<file path="config.mk">
export PLATFORM = sky130hd
export DESIGN_NAME = ivfs_cell
export DESIGN_NICKNAME = d
export VERILOG_FILES = /design/src/rtl/ivfs_pkg.sv /design/src/rtl/ivfs_cell.sv
export SDC_FILE = /design/constraint.sdc
export NUM_CORES = 1
export LEC_CHECK = 0
export ABC_CLOCK_PERIOD_IN_PS = 4200
export BUFFER_PORTS_ARGS = -buffer_cell sky130_fd_sc_hd__buf_2
export CAP_MARGIN = 25
export CORE_MARGIN = 2
export CORE_UTILIZATION = 48
export DETAILED_ROUTE_END_ITERATION = 10
export GPL_ROUTABILITY_DRIVEN = 0
export GPL_TIMING_DRIVEN = 1
export PLACE_DENSITY = 0.77
export SYNTH_ARGS = -nofsm -noshare
export SYNTH_HDL_FRONTEND = slang
export SYNTH_SLANG_ARGS = --single-unit
export TNS_END_PERCENT = 100
</file>
<file path="constraint.sdc">
create_clock -name aclk -period 4.2 [get_ports aclk]
set_input_delay 0.42 -clock aclk [delete_from_list [all_inputs] [get_ports aclk]]
set_output_delay 0.42 -clock aclk [all_outputs]
set_load 0.02 [all_outputs]
</file>
<file path="src/rtl/ivfs_pkg.sv">
// Shared constants and types for the partitioned nearest-neighbor search engine.
`timescale 1ns / 1ps
package ivfs_pkg;
    localparam int DIM      = 16;
    localparam int NPART    = 16;
    localparam int CAPACITY = 1024;
    localparam int MAX_K    = 16;

    localparam int CW   = $clog2(DIM);
    localparam int PW   = $clog2(NPART);
    localparam int IW   = $clog2(CAPACITY);
    localparam int KW   = $clog2(MAX_K);
    localparam int DW   = 36;
    localparam int LW   = 11;
    localparam int VW   = 16;
    localparam int CFGW = 5;

    localparam logic [DW-1:0] DIST_MAX = '1;
    localparam logic [LW-1:0] LABEL_NONE = '1;

    localparam logic [1:0] MODE_LOAD  = 2'd0;
    localparam logic [1:0] MODE_ADD   = 2'd1;
    localparam logic [1:0] MODE_QUERY = 2'd2;
    localparam logic [1:0] MODE_CLEAR = 2'd3;

    localparam logic [1:0] ST_OK    = 2'd0;
    localparam logic [1:0] ST_FULL  = 2'd1;
    localparam logic [1:0] ST_EMPTY = 2'd2;

    localparam logic KIND_ACK   = 1'b0;
    localparam logic KIND_QUERY = 1'b1;

    typedef struct packed {
        logic          vld;
        logic [DW-1:0] sqd;
        logic [LW-1:0] label;
    } cand_t;

    typedef struct packed {
        logic                 vld;
        logic                 first;
        logic                 last;
        logic signed [VW-1:0] a;
        logic signed [VW-1:0] b;
    } dist_in_t;
endpackage

</file>
<file path="src/rtl/ivfs_cell.sv">
// One cell of the sorted best-neighbor chain; keeps the smaller, passes the other on.
`timescale 1ns / 1ps
module ivfs_cell (
    input  logic                aclk,
    input  logic                aresetn,
    input  logic                clr,
    input  ivfs_pkg::cand_t     cand_in,
    output ivfs_pkg::cand_t     cand_out,
    output ivfs_pkg::cand_t     entry
);
    import ivfs_pkg::*;

    cand_t ent_reg;
    cand_t out_reg;

    always_ff @(posedge aclk) begin
        if (!aresetn || clr) begin
            ent_reg.vld <= 1'b0;
            out_reg.vld <= 1'b0;
        end else if (cand_in.vld) begin
            if (!ent_reg.vld || cand_in.sqd < ent_reg.sqd) begin
                ent_reg <= cand_in;
                out_reg <= ent_reg;
            end else begin
                out_reg <= cand_in;
            end
        end else begin
            out_reg.vld <= 1'b0;
        end
    end

    assign cand_out = out_reg;
    assign entry    = ent_reg;
endmodule

</file>
; ---- Word level (Yosys, flattened, before mapping)
; Cells that the tools add are included.
[word_totals]
register_bits = 96
input_bits = 51
out_inout_bits = 96
[classes]
n_lt_le_gt_ge = 1
n_mux = 1
bitwise = 2
n_reduce_logical = 8
[ops]
columns = op, n
row1 = 48-bit 2-to-1 mux, 1
row2 = 36-bit < comparator, 1
row3 = 2-bit AND reduction, 2
row4 = 3-bit AND reduction, 1
row5 = 1-bit logical NOT, 2
row6 = 1-bit logical OR, 2
row7 = 1-bit inverter, 2
row8 = 2-bit OR reduction, 1

; ---- Logic depth before layout (Yosys ltp)
[depth]
depth_word = 4
mapped_depth = 10
ltp_nobuf = 8

; ---- Least setup slack after synthesis
; OpenSTA, ideal clock, no wires.
[synth_path]
path_type = flip-flop to flip-flop
from = register ent_reg (netlist bit entry[40])
to = register ent_reg (netlist bit entry[0]) (enable)
t_arrival_ns = 3.325
t_required_ns = 3.791
setup_slack_ns = 0.466
stages_incl_launch_ff = 11
n_path_buf = 2
synth_period_minus_slack_ns = 3.734
cell_sequence = edfxtp_1 inv_1 ha_1 a21o_1 a221o_1 a21oi_1 o21ai_0 o31ai_1 buf_4 buf_6 and2_1
[synth_via]
elab_chain_len = 3
[synth_lines]
columns = item, line_no
row1 = start: declaration, ivfs_cell.sv:13  ; cand_t ent_reg;
row2 = start signal: assignment, ivfs_cell.sv:22  ; ent_reg <= cand_in;
row3 = 36-bit < comparator, ivfs_cell.sv:21  ; if (!ent_reg.vld || cand_in.sqd < ent_reg.sqd) begin
row4 = 1-bit logical OR, ivfs_cell.sv:21
row5 = 3-bit AND reduction (no source line), --
; No other way between the ends.
; A chain may end at the register's enable or synchronous reset.

; ---- Worst setup path in the final report
[layout_path]
from = register ent_reg (netlist bit entry[40])
to = register ent_reg (netlist bit entry[37]) (enable)
; The elaborated chain is that of the path after synthesis.

==> results by stage <==
Global route:
- In the global route stage, met2 resource usage came out at 0.2947.
- For this run, global-route usage on met1 was measured as 0.2329.
- The first global-routing pass estimated 13.91 mm of wire.
- For met3 alone, demand over resource in global routing was 0.04805.
- The initial antenna violation count came to 0.
- The busiest layer in global routing is met2.
- The via count of the first global-routing pass is between 2000 and 3000.
- The largest net degree at the start of global routing is 49.
- The total routing resource utilization after global routing is 0.1814.
- For this run the aggregate overflow at the end of global routing stands at 0.

Timing:
- In this run the tightest slew margin relative to its limit is 0.3662.
- The final max-slew violation count is 0.
- The time the final worst path needs with I/O delays and setup is between 3000 and 4000 ps.
- The portion of the clock cycle consumed by the worst path in the final layout is 0.8811.
- In the post-route analysis, the smallest setup slack over all paths is 499.3 ps.
- The transition time at the pin with the least slew margin is approximately 950 ps.
- The achievable clock frequency is about 270 MHz.
- The worst clock skew is 10.75 ps.
- Setup total negative slack on the finished layout was measured at 0 ps.
- The final-report hold violation count was 0.
- Setup repair after global routing left no endpoint under its margin.
- Setup violations remaining at the end of the flow were counted as 0.

Synth:
- The number of different library cells used by synthesis comes to 29.
- Counting flops with a built-in enable in the synthesized netlist gives 94.
- By area the synthesized netlist is led by sky130_fd_sc_hd__edfxtp_1 (64%), sky130_fd_sc_hd__ha_1 (9.9%), sky130_fd_sc_hd__mux2_2 (7.1%).
- The cell count after synthesis came out at approximately 280.
- Among all flip-flop cells after synthesis, the most frequent one is sky130_fd_sc_hd__edfxtp_1.
- The share of async-settable or async-resettable flops after synthesis is 0.
- The cell type with the highest aggregate area in the netlist is sky130_fd_sc_hd__edfxtp_1.
- The mapped cell area is about 0.0044 mm^2.
- Synthesis produced a netlist with a net count of between 300 and 400.
- The most used standard cell by instance count after synthesis is sky130_fd_sc_hd__edfxtp_1.
- The mean instance size in the synthesized netlist is 15.88 um^2.
- The count of yosys warnings during synthesis is 0.
- By count the netlist is led by sky130_fd_sc_hd__edfxtp_1 (94), sky130_fd_sc_hd__ha_1 (35), sky130_fd_sc_hd__inv_1 (35).
- The share of synthesized area occupied by flip-flops and latches is 0.6485.
- The synthesized flop and latch total is between 90 and 100.
- The top-area cell type share of the netlist area is 0.6395.

Drt:
- Summed over all layers, the routed wires come to roughly 9 mm.
- Using the TritonRoute via totals, the vias-per-cell ratio works out to between 5 and 6.
- The detailed router finished its first iteration with 70 violations.
- In the routed design, unresolved DRC markers number 0.
- The via count of the routed design is about 2700.
- After detailed routing, the average wire length per cell comes to ~16 um.
- The first detailed-routing pass ran for 4 iterations.
- The remaining number of nets flagged by the antenna check after routing is 0.

Floorplan:
- The placement row count is 34.
- The floorplan die area is around 0.010 mm^2.
- For this configuration, the core starts out at a cell density of 0.5013.
- The count of boundary I/O pins is approximately 150.
- From left edge to right edge, the die measures approximately 100 um.
- The core area is slightly below 0.009 mm^2.
- The floorplan step set the die height to approximately 100 um.

Critical path:
- The number of cells traversed by the worst register-to-register path is 9.
- At the worst endpoint, the required time is approximately 4200 ps.
- The critical path in this run is classified as reg2reg.
- For the worst setup path, the data arrival time is around 3700 ps.
- The worst setup path is captured at a register.
- The kind of start point of the critical path is a register.
- The largest fanout on the critical path is 20.

Placed design:
- The total instance count after detailed placement is around 530.
- Input and output buffers added on the ports amount to roughly 150.
- The half-perimeter wire length of the detailed placement result is ~6.5 mm.
- Before CTS, the worst setup slack after placement is between 200 and 300 ps.

Cells and area:
- The signed area change from the synthesized netlist to the final layout is 23.87%.
- In the final layout, the share of cells above drive strength 1 is 0.4920.
- Excluding fillers, the count of instances in the completed layout stands at roughly 550.
- For this run, the post-layout net count is 520.
- Measured on the finished design, the core utilization comes to 0.6209.
- The number of antenna diodes in the final layout is 0.

Outcome:
- The flow ran to the end, and the final reports show no timing, DRC or antenna violations.

Clock tree:
- Post-CTS repair changed the size of 0 cells.
- Clock latency on the worst-skew pair, taken at its later pin, is between 300 and 400 ps.
- In this run the deepest clock path goes through 2 buffers.
- The number of sinks on the clock net is between 90 and 100.
- The hold buffer count at cts is 0.
- After clock tree synthesis, the setup repair step added 0 buffers.
- The H-tree was split into 3 levels.
- The cell at the root of the clock tree is sky130_fd_sc_hd__clkbuf_8.
- Clock-pin slew was measured on the worst setup and hold paths at around 90 ps.
- TritonCTS built the clock tree.
- The number of buffers created by CTS is 9.

Job:
- The count of maximum capacitance violations is 0.

Power and ir drop:
- Summing internal, switching and leakage power gives 1870 uW.
- The leakage power is roughly 0.0024 uW.
- The largest vdd supply drop is approximately 0.00016 V.
- The power per cell area is ~340 mW/mm^2.

Worst hold path:
- Counting instances, the worst hold path has a depth of 2.
- The worst min-delay path category is in2reg.
[worst paths after layout]
path	slack, ps	to	start
hold / removal	230	entry[47]	clr
setup / recovery	500	entry[37]	entry[40]
setup reg to reg	500	entry[37]	entry[40]
hold reg to reg	570	cand_out[47]	entry[47]
[cell type report]
type | instances | area [um^2]
sequential | 96 | 2863
clock inverter | 5 | 57.56
multi-input combinational | 142 | 1396
fill | 709 | 3338
inverter | 35 | 131.4
tap | 108 | 135.1
clock buffer | 9 | 123.9
timing repair buffer | 150 | 760.7
[power breakdown]
part	internal [uW]	switching [uW]
clock network	271	308
registers	1080	12.0
logic	83.7	114
[state kept, by name (all words and copies together), names as in the netlist]
name / flops
cand_out: 48
entry: 48
[cells by family (layout without fill, tap and decap cells)]
| group | count (synthesis) | in the layout | share of synthesized area |
|---|---|---|---|
| AND/OR/NAND/NOR | 28 | 28 | 0.03657 |
| flip-flops | 96 | 96 | 0.6485 |
| adder cells (fa/ha/maj) | 35 | 35 | 0.09921 |
| buffers and inverters | 40 | 199 | 0.03883 |
| multiplexers | 47 | 47 | 0.1361 |
| AO/OA/AOI/OAI | 32 | 32 | 0.04082 |
[per-layer routing]
layer,share of wire,vias up
li1,-,1350
met1,0.44,1293
met2,0.48,92
met3,0.062,14
met4,0.021,0
met5,0,-
[critical path: stages (launching register included)]
cell,delay (ps)
sky130_fd_sc_hd__edfxtp_1,430
sky130_fd_sc_hd__inv_1,80
sky130_fd_sc_hd__ha_1,230
sky130_fd_sc_hd__a21o_1,160
sky130_fd_sc_hd__a221o_1,310
sky130_fd_sc_hd__a21oi_1,160
sky130_fd_sc_hd__o21ai_0,170
sky130_fd_sc_hd__o31ai_4,860
sky130_fd_sc_hd__and2_2,630
sky130_fd_sc_hd__buf_4,340
[placed cells by master (no fill, tap or decap), types with 2 or more instances in the layout]
| cell type | instances |
|---|---|
| sky130_fd_sc_hd__buf_2 | 146 |
| sky130_fd_sc_hd__edfxtp_1 | 94 |
| sky130_fd_sc_hd__inv_1 | 35 |
| sky130_fd_sc_hd__ha_1 | 35 |
| sky130_fd_sc_hd__mux2_2 | 28 |
| sky130_fd_sc_hd__mux2_4 | 19 |
| sky130_fd_sc_hd__a21oi_1 | 18 |
| sky130_fd_sc_hd__nand2_1 | 9 |
| sky130_fd_sc_hd__clkbuf_8 | 9 |
| sky130_fd_sc_hd__o21ai_0 | 8 |
| sky130_fd_sc_hd__nand4_1 | 5 |
| sky130_fd_sc_hd__buf_4 | 4 |
| sky130_fd_sc_hd__nor2_1 | 3 |
| sky130_fd_sc_hd__nand2b_1 | 2 |
| sky130_fd_sc_hd__dfxtp_1 | 2 |
| sky130_fd_sc_hd__clkinv_2 | 2 |
| sky130_fd_sc_hd__inv_6 | 2 |
[metrics by stage]
step | hold slack, ps | cell area [um^2]
detailed placement | 561.8 | 5286
global placement | 553.6 | 5286
floorplan | 496.1 | 4414
CTS | 220.8 | 5468
finish | 232.9 | 5468
global route | 228.4 | 5468
(Power assumes the default switching activity.)
