**src/rtl/ivfs_pkg.sv**
```systemverilog
// Shared constants and types for the partitioned nearest-neighbor search engine.
`timescale 1ns / 1ps
package ivfs_pkg;
    localparam int DIM      = 16;
    localparam int NPART    = 16;
    localparam int CAPACITY = 1024;
    localparam int MAX_K    = 16;

    localparam int CW   = $clog2(DIM);
    localparam int PW   = $clog2(NPART);
    localparam int IW   = $clog2(CAPACITY);
    localparam int KW   = $clog2(MAX_K);
    localparam int DW   = 36;
    localparam int LW   = 11;
    localparam int VW   = 16;
    localparam int CFGW = 5;

    localparam logic [DW-1:0] DIST_MAX = '1;
    localparam logic [LW-1:0] LABEL_NONE = '1;

    localparam logic [1:0] MODE_LOAD  = 2'd0;
    localparam logic [1:0] MODE_ADD   = 2'd1;
    localparam logic [1:0] MODE_QUERY = 2'd2;
    localparam logic [1:0] MODE_CLEAR = 2'd3;

    localparam logic [1:0] ST_OK    = 2'd0;
    localparam logic [1:0] ST_FULL  = 2'd1;
    localparam logic [1:0] ST_EMPTY = 2'd2;

    localparam logic KIND_ACK   = 1'b0;
    localparam logic KIND_QUERY = 1'b1;

    typedef struct packed {
        logic          vld;
        logic [DW-1:0] sqd;
        logic [LW-1:0] label;
    } cand_t;

    typedef struct packed {
        logic                 vld;
        logic                 first;
        logic                 last;
        logic signed [VW-1:0] a;
        logic signed [VW-1:0] b;
    } dist_in_t;
endpackage

```
**src/rtl/ivfs_dist.sv**
```systemverilog
// Pipelined squared L2 distance accumulator, one component per cycle.
`timescale 1ns / 1ps
module ivfs_dist (
    input  logic                     aclk,
    input  logic                     aresetn,
    input  ivfs_pkg::dist_in_t       din,
    output logic                     out_vld,
    output logic [ivfs_pkg::DW-1:0]  out_sum
);
    import ivfs_pkg::*;

    logic signed [VW:0]      diff_reg;
    logic                    v1_reg, f1_reg, l1_reg;
    logic [2*VW+1:0]         sq_reg;
    logic                    v2_reg, f2_reg, l2_reg;
    logic [DW-1:0]           acc_reg;
    logic                    ov_reg;
    logic [DW:0]             acc_sum;
    logic [DW-1:0]           acc_next;
    logic signed [2*VW+1:0]  prod;

    assign prod    = diff_reg * diff_reg;
    assign acc_sum = (f2_reg ? {(DW+1){1'b0}} : {1'b0, acc_reg})
                   + {{(DW-2*VW-1){1'b0}}, sq_reg};
    assign acc_next = acc_sum[DW] ? DIST_MAX : acc_sum[DW-1:0];

    always_ff @(posedge aclk) begin
        if (!aresetn) begin
            v1_reg <= 1'b0;
            v2_reg <= 1'b0;
            ov_reg <= 1'b0;
        end else begin
            v1_reg <= din.vld;
            v2_reg <= v1_reg;
            ov_reg <= v2_reg && l2_reg;
        end
        f1_reg   <= din.first;
        l1_reg   <= din.last;
        diff_reg <= {din.a[VW-1], din.a} - {din.b[VW-1], din.b};
        f2_reg   <= f1_reg;
        l2_reg   <= l1_reg;
        sq_reg   <= prod;
        if (v2_reg) begin
            acc_reg <= acc_next;
        end
    end

    assign out_vld = ov_reg;
    assign out_sum = acc_reg;
endmodule

```
**config.mk**
```make
export PLATFORM = sky130hd
export DESIGN_NAME = ivfs_dist
export DESIGN_NICKNAME = d
export VERILOG_FILES = /design/src/rtl/ivfs_pkg.sv /design/src/rtl/ivfs_dist.sv
export SDC_FILE = /design/constraint.sdc
export NUM_CORES = 1
export LEC_CHECK = 0
export BUFFER_PORTS_ARGS = -buffer_cell sky130_fd_sc_hd__buf_2
export CORE_ASPECT_RATIO = 0.75
export CORE_MARGIN = 3
export CORE_UTILIZATION = 26
export DETAILED_ROUTE_END_ITERATION = 7
export PLACE_DENSITY = 0.47
export SLEW_MARGIN = 20
export SYNTH_ARGS = -nofsm -noshare
export SYNTH_HDL_FRONTEND = slang
export SYNTH_SLANG_ARGS = --single-unit
```
**constraint.sdc**
```tcl
create_clock -name aclk -period 10.78 [get_ports aclk]
set_input_delay 0.539 -clock aclk [delete_from_list [all_inputs] [get_ports aclk]]
set_output_delay 0.539 -clock aclk [all_outputs]
set_load 0.1 [all_outputs]
```
== After elaboration in Yosys (flattened, before gate mapping) ==
Cells that the tools add are included.

* Add/sub/neg operators: 2
* Multipliers: 1
* Reductions and logical operators: 1
* Mux-type cells: 1

{| class="wikitable"
|+ Operators with widths
! cell !! count
|-
| $add 36x34->37 || 1
|-
| $mux 36 || 1
|-
| $mul 17x17->34 || 1
|-
| $sub 16x16->17 || 1
|-
| $logic_and 1x1->1 || 1
|}

* Flip-flop bits (word level): 94
* Output and inout bits: 37
* Input port bits: 37
* Word-level logic and storage cells: 15

== Logic depth before layout (Yosys ltp) ==
Gate-level depths: netlist of the first run.

* Word-level depth: 2
* Depth in mapped cells: 25
* Gate-level depth less buffers: 24

== Worst setup path before layout of the first run ==
Ideal clock, no wire load.

* Path kind: reg2reg
* From: reg diff_reg[7]
* To: reg sq_reg[28]
* Setup time: 0.072 ns
* Cell stages (with the launch flop): 24
* Buffers on the path: 2
* Data required time: 10.708 ns
* Setup slack: 4.738 ns
* Period minus slack after synthesis: 6.042 ns
* Arrival time: 5.970 ns
* Cell sequence: dfxtp_1 -> clkbuf_1 -> nand2_1 -> fa_1 -> inv_1 -> fa_1 -> inv_1 -> fa_1 -> inv_1 -> fa_1 -> fa_1 -> inv_1 -> fa_1 -> inv_1 -> ha_1 -> clkbuf_1 -> nand2_1 -> o21ai_0 -> a2111oi_0 -> o31a_1 -> a211o_1 -> o21a_1 -> o21ai_0 -> xor2_1

* Cells in the longest elaborated chain, start to end: 1

{| class="wikitable"
|+ Ends and longest elaborated chain
! what !! line !! text
|-
| start, declared || ivfs_dist.sv:12 || <nowiki>logic signed [VW:0] diff_reg;</nowiki>
|-
| start signal, assigned || ivfs_dist.sv:39 || <nowiki>diff_reg <= {din.a[VW-1], din.a} - {din.b[VW-1], din.b};</nowiki>
|-
| $mul 17x17->34 || ivfs_dist.sv:22 || <nowiki>assign prod = diff_reg * diff_reg;</nowiki>
|-
| via prod[28] || ivfs_dist.sv:20 || <nowiki>logic signed [2*VW+1:0] prod;</nowiki>
|-
| end signal, assigned || ivfs_dist.sv:42 || <nowiki>sq_reg <= prod;</nowiki>
|-
| end, declared || ivfs_dist.sv:14 || <nowiki>logic [2*VW+1:0] sq_reg;</nowiki>
|}

The timed path passes the listed nets, and every way through them passes these cells.
A chain may end at the register's enable or synchronous reset.

== Worst setup path in the final report of the first run ==
* From: reg diff_reg[3]
* To: reg sq_reg[33]

The elaborated chain is that of the path after synthesis.

==> results of run 1 <==
stage by stage:
stage               instance area, um2  instances  utilization (%)  hold WS, ps  worst slack (ps)
floorplan                        15000       1602                -          310              4740
global placement                 16200       2413             28.7          313              3950
detailed placement               16200       2413             28.7          321              3790
CTS                              16500       2429             29.2          254              3750
global route                     16500       2429             29.2          253              3290
finish                           16500       2429             29.2          274              3670
critical path, stage by stage (launching register included):
cell and delay [ps]:
dfxtp_1 780, inv_1 330, nor2_1 260, fa_1 440, inv_1 90, fa_1 410, fa_1 520, inv_1 60
fa_1 480, fa_1 490, inv_1 50, fa_1 470, inv_1 40, ha_1 310, nand2_1 120, a2111o_1 390
a211oi_1 590, o211ai_1 260, a21boi_0 470, o2111ai_1 230, a21o_1 200, nand3_1 60
placed cells by master, fill, tap and decap left out, types with 8 or more instances in the layout:
cell type | synthesis | routed
fa_1 | 266 | 266
xor2_1 | 22 | 22
nand3_1 | 14 | 14
o21ai_0 | 29 | 29
a31oi_1 | 12 | 12
buf_2 | 1 | 73
inv_1 | 390 | 390
nor3_1 | 13 | 13
nor2_1 | 59 | 59
dfxtp_1 | 57 | 57
xnor2_1 | 65 | 65
or2_2 | 8 | 8
nand2b_1 | 12 | 12
clkbuf_16 | 0 | 9
nand2_2 | 11 | 11
o21a_1 | 8 | 8
nand2_1 | 130 | 130
edfxtp_1 | 36 | 36
a21o_1 | 36 | 36
nor2b_1 | 54 | 54
a211oi_1 | 9 | 9
a21oi_1 | 54 | 54
and2_1 | 55 | 55
ha_1 | 142 | 142
area by class of cell:
class                   count  area [um2]
multi-input cells        1081       11100
repair buffers             78         403
clock buffers               9         225
fillers                  6070       40000
inverters                 391        1470
well taps                 770         963
flip-flops and latches     93        2220
clock inverters             7        71.3
cells by family after synthesis:
kind of cell               share of synthesized area, %
AOI/OAI and AO/OA                                  8.94
xor gates and xnor gates                           5.08
adders and majority gates                          47.3
buffers and inverters                              11.0
DFF                                                14.8
muxes                                             0.133
and+or+nand+nor                                    12.7
path summary, 6_finish.rpt:
check	to	slack, ps	depth (start not counted)
max reg2reg	sq_reg[33]	3670	21
min reg2reg	f2_reg	340	0
min	f1_reg	270	1
max	sq_reg[33]	3670	21
per-layer routing:
| layer | wire length (um) | vias up | share of wire (%) | GRT usage, % |
|---|---|---|---|---|
| li1 | - | 5035 | - | - |
| met1 | 16100 | 5214 | 47 | 15.8 |
| met2 | 17100 | 116 | 50 | 21.3 |
| met3 | 888 | 21 | 2.6 | 1.56 |
| met4 | 350 | 0 | 1.0 | 2.00 |
| met5 | 0 | - | 0 | 0 |
==> flow_metrics.py, run 1 <==
metrics = {
    "sta": {
        "rsz0062_at_grt": "false",
        "fin_crit_sh_pct": 66.0,
        "max_freq_mhz": 141,
        "finalHoldViolations": 0,
        "slew_headroom_pct": 36.1,
        "finalSetupTns_ps": 0,
        "finClkSkew_ps": 11.1,
        "drv_slew": 0,
        "setup_viol": 0,
        "worstMarginPinSlew_ps": 957,
        "finalCriticalPeriod_ps": 7110,
    },
    "floorplanning": {
        "pin_count": 74,
        "fp-row-count": 75,
        "die_area_mm2": 0.0606,
        "core_mm2": 0.0565,
        "die-width_um": 283,
        "die_h_um": 214,
        "start_util_pct": 26.6,
    },
    "logic_synthesis": {
        "synthTopCellsByArea": "fa_1 36%, ha_1 12%, inv_1 9.8%, dfxtp_1 7.6%, edfxtp_1 7.2%",
        "yosysMostFrequentCell": "inv_1",
        "synth.distinct_cells": 62,
        "ys_top_cells_by_count": "390 x inv_1, 266 x fa_1, 142 x ha_1",
        "async_reset_ff_share_pct": 0,
        "synth_ff_type": "dfxtp_1",
        "synth.net_count": 2047,
        "yosysWarnings": 0,
        "syn-cell-area_mm2": 0.0150,
        "synth_edf_count": 36,
        "synth_area_per_cell_um2": 9.36,
        "yosysTopAreaCell": "fa_1",
        "syn-instance-count": 1602,
        "synth_seq_cells": 93,
        "yosysSeqAreaShare_pct": 14.8,
        "synth_top_area_share_pct": 35.5,
    },
    "layout": {
        "nNetsFinal": 2099,
        "largest_register_ffs": 36,
        "syn_to_final_growth_pct": 9.90,
        "antenna_cells": 0,
        "drive_gt1_share_pct": 7.29,
    },
    "global_route": {
        "grt_pass1_vias": 11425,
        "grt.overflow.total": 0,
        "grtUsageTotal_pct": 12.0,
        "antenna_found_initial": 0,
        "grt_pass1_wl_um": 58400,
        "grt_max_degree": 39,
    },
    "routing": {
        "via_count": 10386,
        "drc": 0,
        "wl_per_cell_um": 14.2,
        "drt_iter0_markers": 483,
        "viasPerCell": 4.28,
        "totalWireLength_um": 34400,
        "dr.pass1.iters": 5,
        "drtAntennaViolNets": 0,
    },
    "clock_network": {
        "insertion_delay_ps": 360,
        "clockBufferDepth": 2,
        "cts-root-buf": "clkbuf_16",
        "cts_tree": "yes",
        "hold_buffers": 0,
        "h-tree-depth": 3,
        "cts_buffers": 9,
        "clkSinkCount": 93,
        "ctsResizeCount": 0,
        "postCtsSetupRepairBufs": 0,
        "clkTransAtPathRegs_ps": 70,
    },
    "critical_path": {
        "critPathRequiredTime_ps": 11080,
        "critPathLaunchType": "register",
        "end_kind": "register",
        "r2r-start": "diff_reg[3]",
        "worstPathMaxFanout": 15,
        "arrival_ps": 7420,
        "crit_type": "reg2reg",
        "critPathLaunch": "diff_reg[3]",
    },
    "hold_path": {
        "worstHoldPathType": "in2reg",
        "min_from": "din[33]",
    },
    "run_status": {
        "status": "finished clean",
    },
    "flow_run": {
        "drv_cap": 0,
    },
    "placed_design": {
        "port_buffers": 73,
        "post-dp-hpwl_um": 29100,
        "gp_congestion": 0.831,
    },
}
Power of run 1 is not shown: default switching activity piles up to over one toggle a cycle in this logic, so the estimate is an artifact.
==> run 2, diff against run 1 <==
Clock period 10.78 ns to 7.4 ns, I/O delays scaled along.
==> run 2 against run 1 <==
Against the previous run: die area is the same; critical path type unchanged; sequential share of layout area fell by 0.053 points; maximum frequency grew 4.0%; largest cell class unchanged.
==> flow_metrics.py, run 2 (synthesized netlist as in run 1, its figures left out) <==
metrics = {
    "clock_network": {
        "clkSinkCount": 93,
        "cts_tree": "yes",
        "h-tree-depth": 3,
        "clockBufferDepth": 2,
        "postCtsSetupRepairBufs": 0,
        "cts-root-buf": "clkbuf_16",
        "insertion_delay_ps": 390,
        "cts_buffers": 9,
        "hold_buffers": 0,
        "ctsResizeCount": 0,
        "clkTransAtPathRegs_ps": 80,
    },
    "sta": {
        "finClkSkew_ps": 12.1,
        "drv_slew": 0,
        "finalSetupTns_ps": 0,
        "timing.final.ws_setup_ps": 560,
        "setup_viol": 0,
        "max_freq_mhz": 146,
        "fin_crit_sh_pct": 92.4,
        "slew_headroom_pct": 41.2,
        "hold_ws_ps": 88.6,
        "worstMarginPinSlew_ps": 881,
        "rsz0062_at_grt": "false",
        "finalHoldViolations": 0,
        "finalCriticalPeriod_ps": 6840,
    },
    "critical_path": {
        "slowest_stage": "dfxtp_1",
        "crit_chain": "and2_1, inv_1, fa_1, inv_1, fa_1, inv_1, fa_1, inv_1, fa_1, fa_1, inv_1, fa_1, inv_1, ha_1, nand2_1, a2111o_1, a211oi_1, o211ai_1, a21boi_0, o2111ai_1, a21o_1, nand3_1",
        "critPathLaunchType": "register",
        "crit_family": "adder cells",
        "end_kind": "register",
        "cpPeakStageDelay_ps": 800,
        "crit_type": "reg2reg",
        "critPathBufInv": 6,
        "arrival_ps": 7160,
        "critPathRequiredTime_ps": 7720,
        "worstPathMaxFanout": 17,
    },
    "routing": {
        "wl_per_cell_um": 14.6,
        "viasPerCell": 4.26,
        "drtAntennaViolNets": 0,
        "via_count": 10402,
        "totalWireLength_um": 35700,
        "dr.pass1.iters": 4,
        "drc": 0,
        "drt_iter0_markers": 485,
    },
    "layout": {
        "nNetsFinal": 2109,
        "layout_commonest_cell": "inv_1",
        "final_core_util_pct": 29.3,
        "syn_to_final_growth_pct": 10.4,
        "fillers": 6087,
        "multi_input_area_mm2": 0.0111,
        "drive_gt1_share_pct": 7.91,
        "antenna_cells": 0,
        "largest_register_ffs": 36,
        "regArea_mm2": 0.00222,
        "mostFrequentLayoutCells": "390 x inv_1, 266 x fa_1, 142 x ha_1",
    },
    "placed_design": {
        "post-dp-hpwl_um": 29900,
        "port_buffers": 73,
        "gp_congestion": 0.848,
        "pre_cts_slack_ps": 485,
    },
    "run_status": {
        "status": "finished clean",
    },
    "floorplanning": {
        "die_area_mm2": 0.0606,
        "pin_count": 74,
        "fp-row-count": 75,
        "core_mm2": 0.0565,
        "die-width_um": 283,
        "start_util_pct": 26.6,
        "die_h_um": 214,
    },
    "global_route": {
        "grtUsageTotal_pct": 12.5,
        "grt_max_degree": 39,
        "grt.overflow.total": 0,
        "antenna_found_initial": 0,
        "grt_pass1_wl_um": 60500,
        "grt_pass1_vias": 11508,
    },
    "flow_run": {
        "drv_cap": 0,
    },
    "hold_path": {
        "worstHoldPathType": "in2reg",
    },
}
==> run 2: changes by cell type in the layout (fill, tap and decap cells not counted), sizes merged <==
cell    change
buf        +10
inv         +2
bufinv      -1
clkinv      -1
==> run 2: through the flow <==
| stage | std cells | cell area (um2) |
|---|---|---|
| floorplan | 1602 | 15000 |
| global placement | 2423 | 16300 |
| detailed placement | 2423 | 16300 |
| CTS | 2439 | 16600 |
| global route | 2439 | 16600 |
| finish | 2439 | 16600 |
==> run 2: layout make-up <==
| class | count | share of cell area [%] |
|---|---|---|
| Multi-Input combinational cell | 1081 | 67.2 |
| Sequential cell | 93 | 13.4 |
| Inverter | 391 | 8.86 |
| Tap cell | 770 | 5.82 |
| Timing Repair Buffer | 88 | 2.89 |
| Clock buffer | 9 | 1.36 |
| Clock inverter | 7 | 0.416 |
==> run 2: final timing paths <==
check / from / slack [ps] / to / cells past startpoint
worst min register to register: f1_reg / 320 / f2_reg / 0
worst max-delay path: diff_reg[4] / 560 / sq_reg[33] / 22
worst min-delay path: din[33] / 90 / f1_reg / 1
worst max register to register: diff_reg[4] / 560 / sq_reg[33] / 22
==> run 2: routing by layer <==
layer  track usage, %  wire (um)  share of wire, %  vias to the layer above
met5                0          0                 0                        -
met4             2.17        405               1.1                        0
met3             2.47       1420               4.0                       26
met2             20.7      16800                47                      140
met1             17.2      17100                48                     5163
li1                 -          -                 -                     5073
Power of run 2 is left out for the same reason.
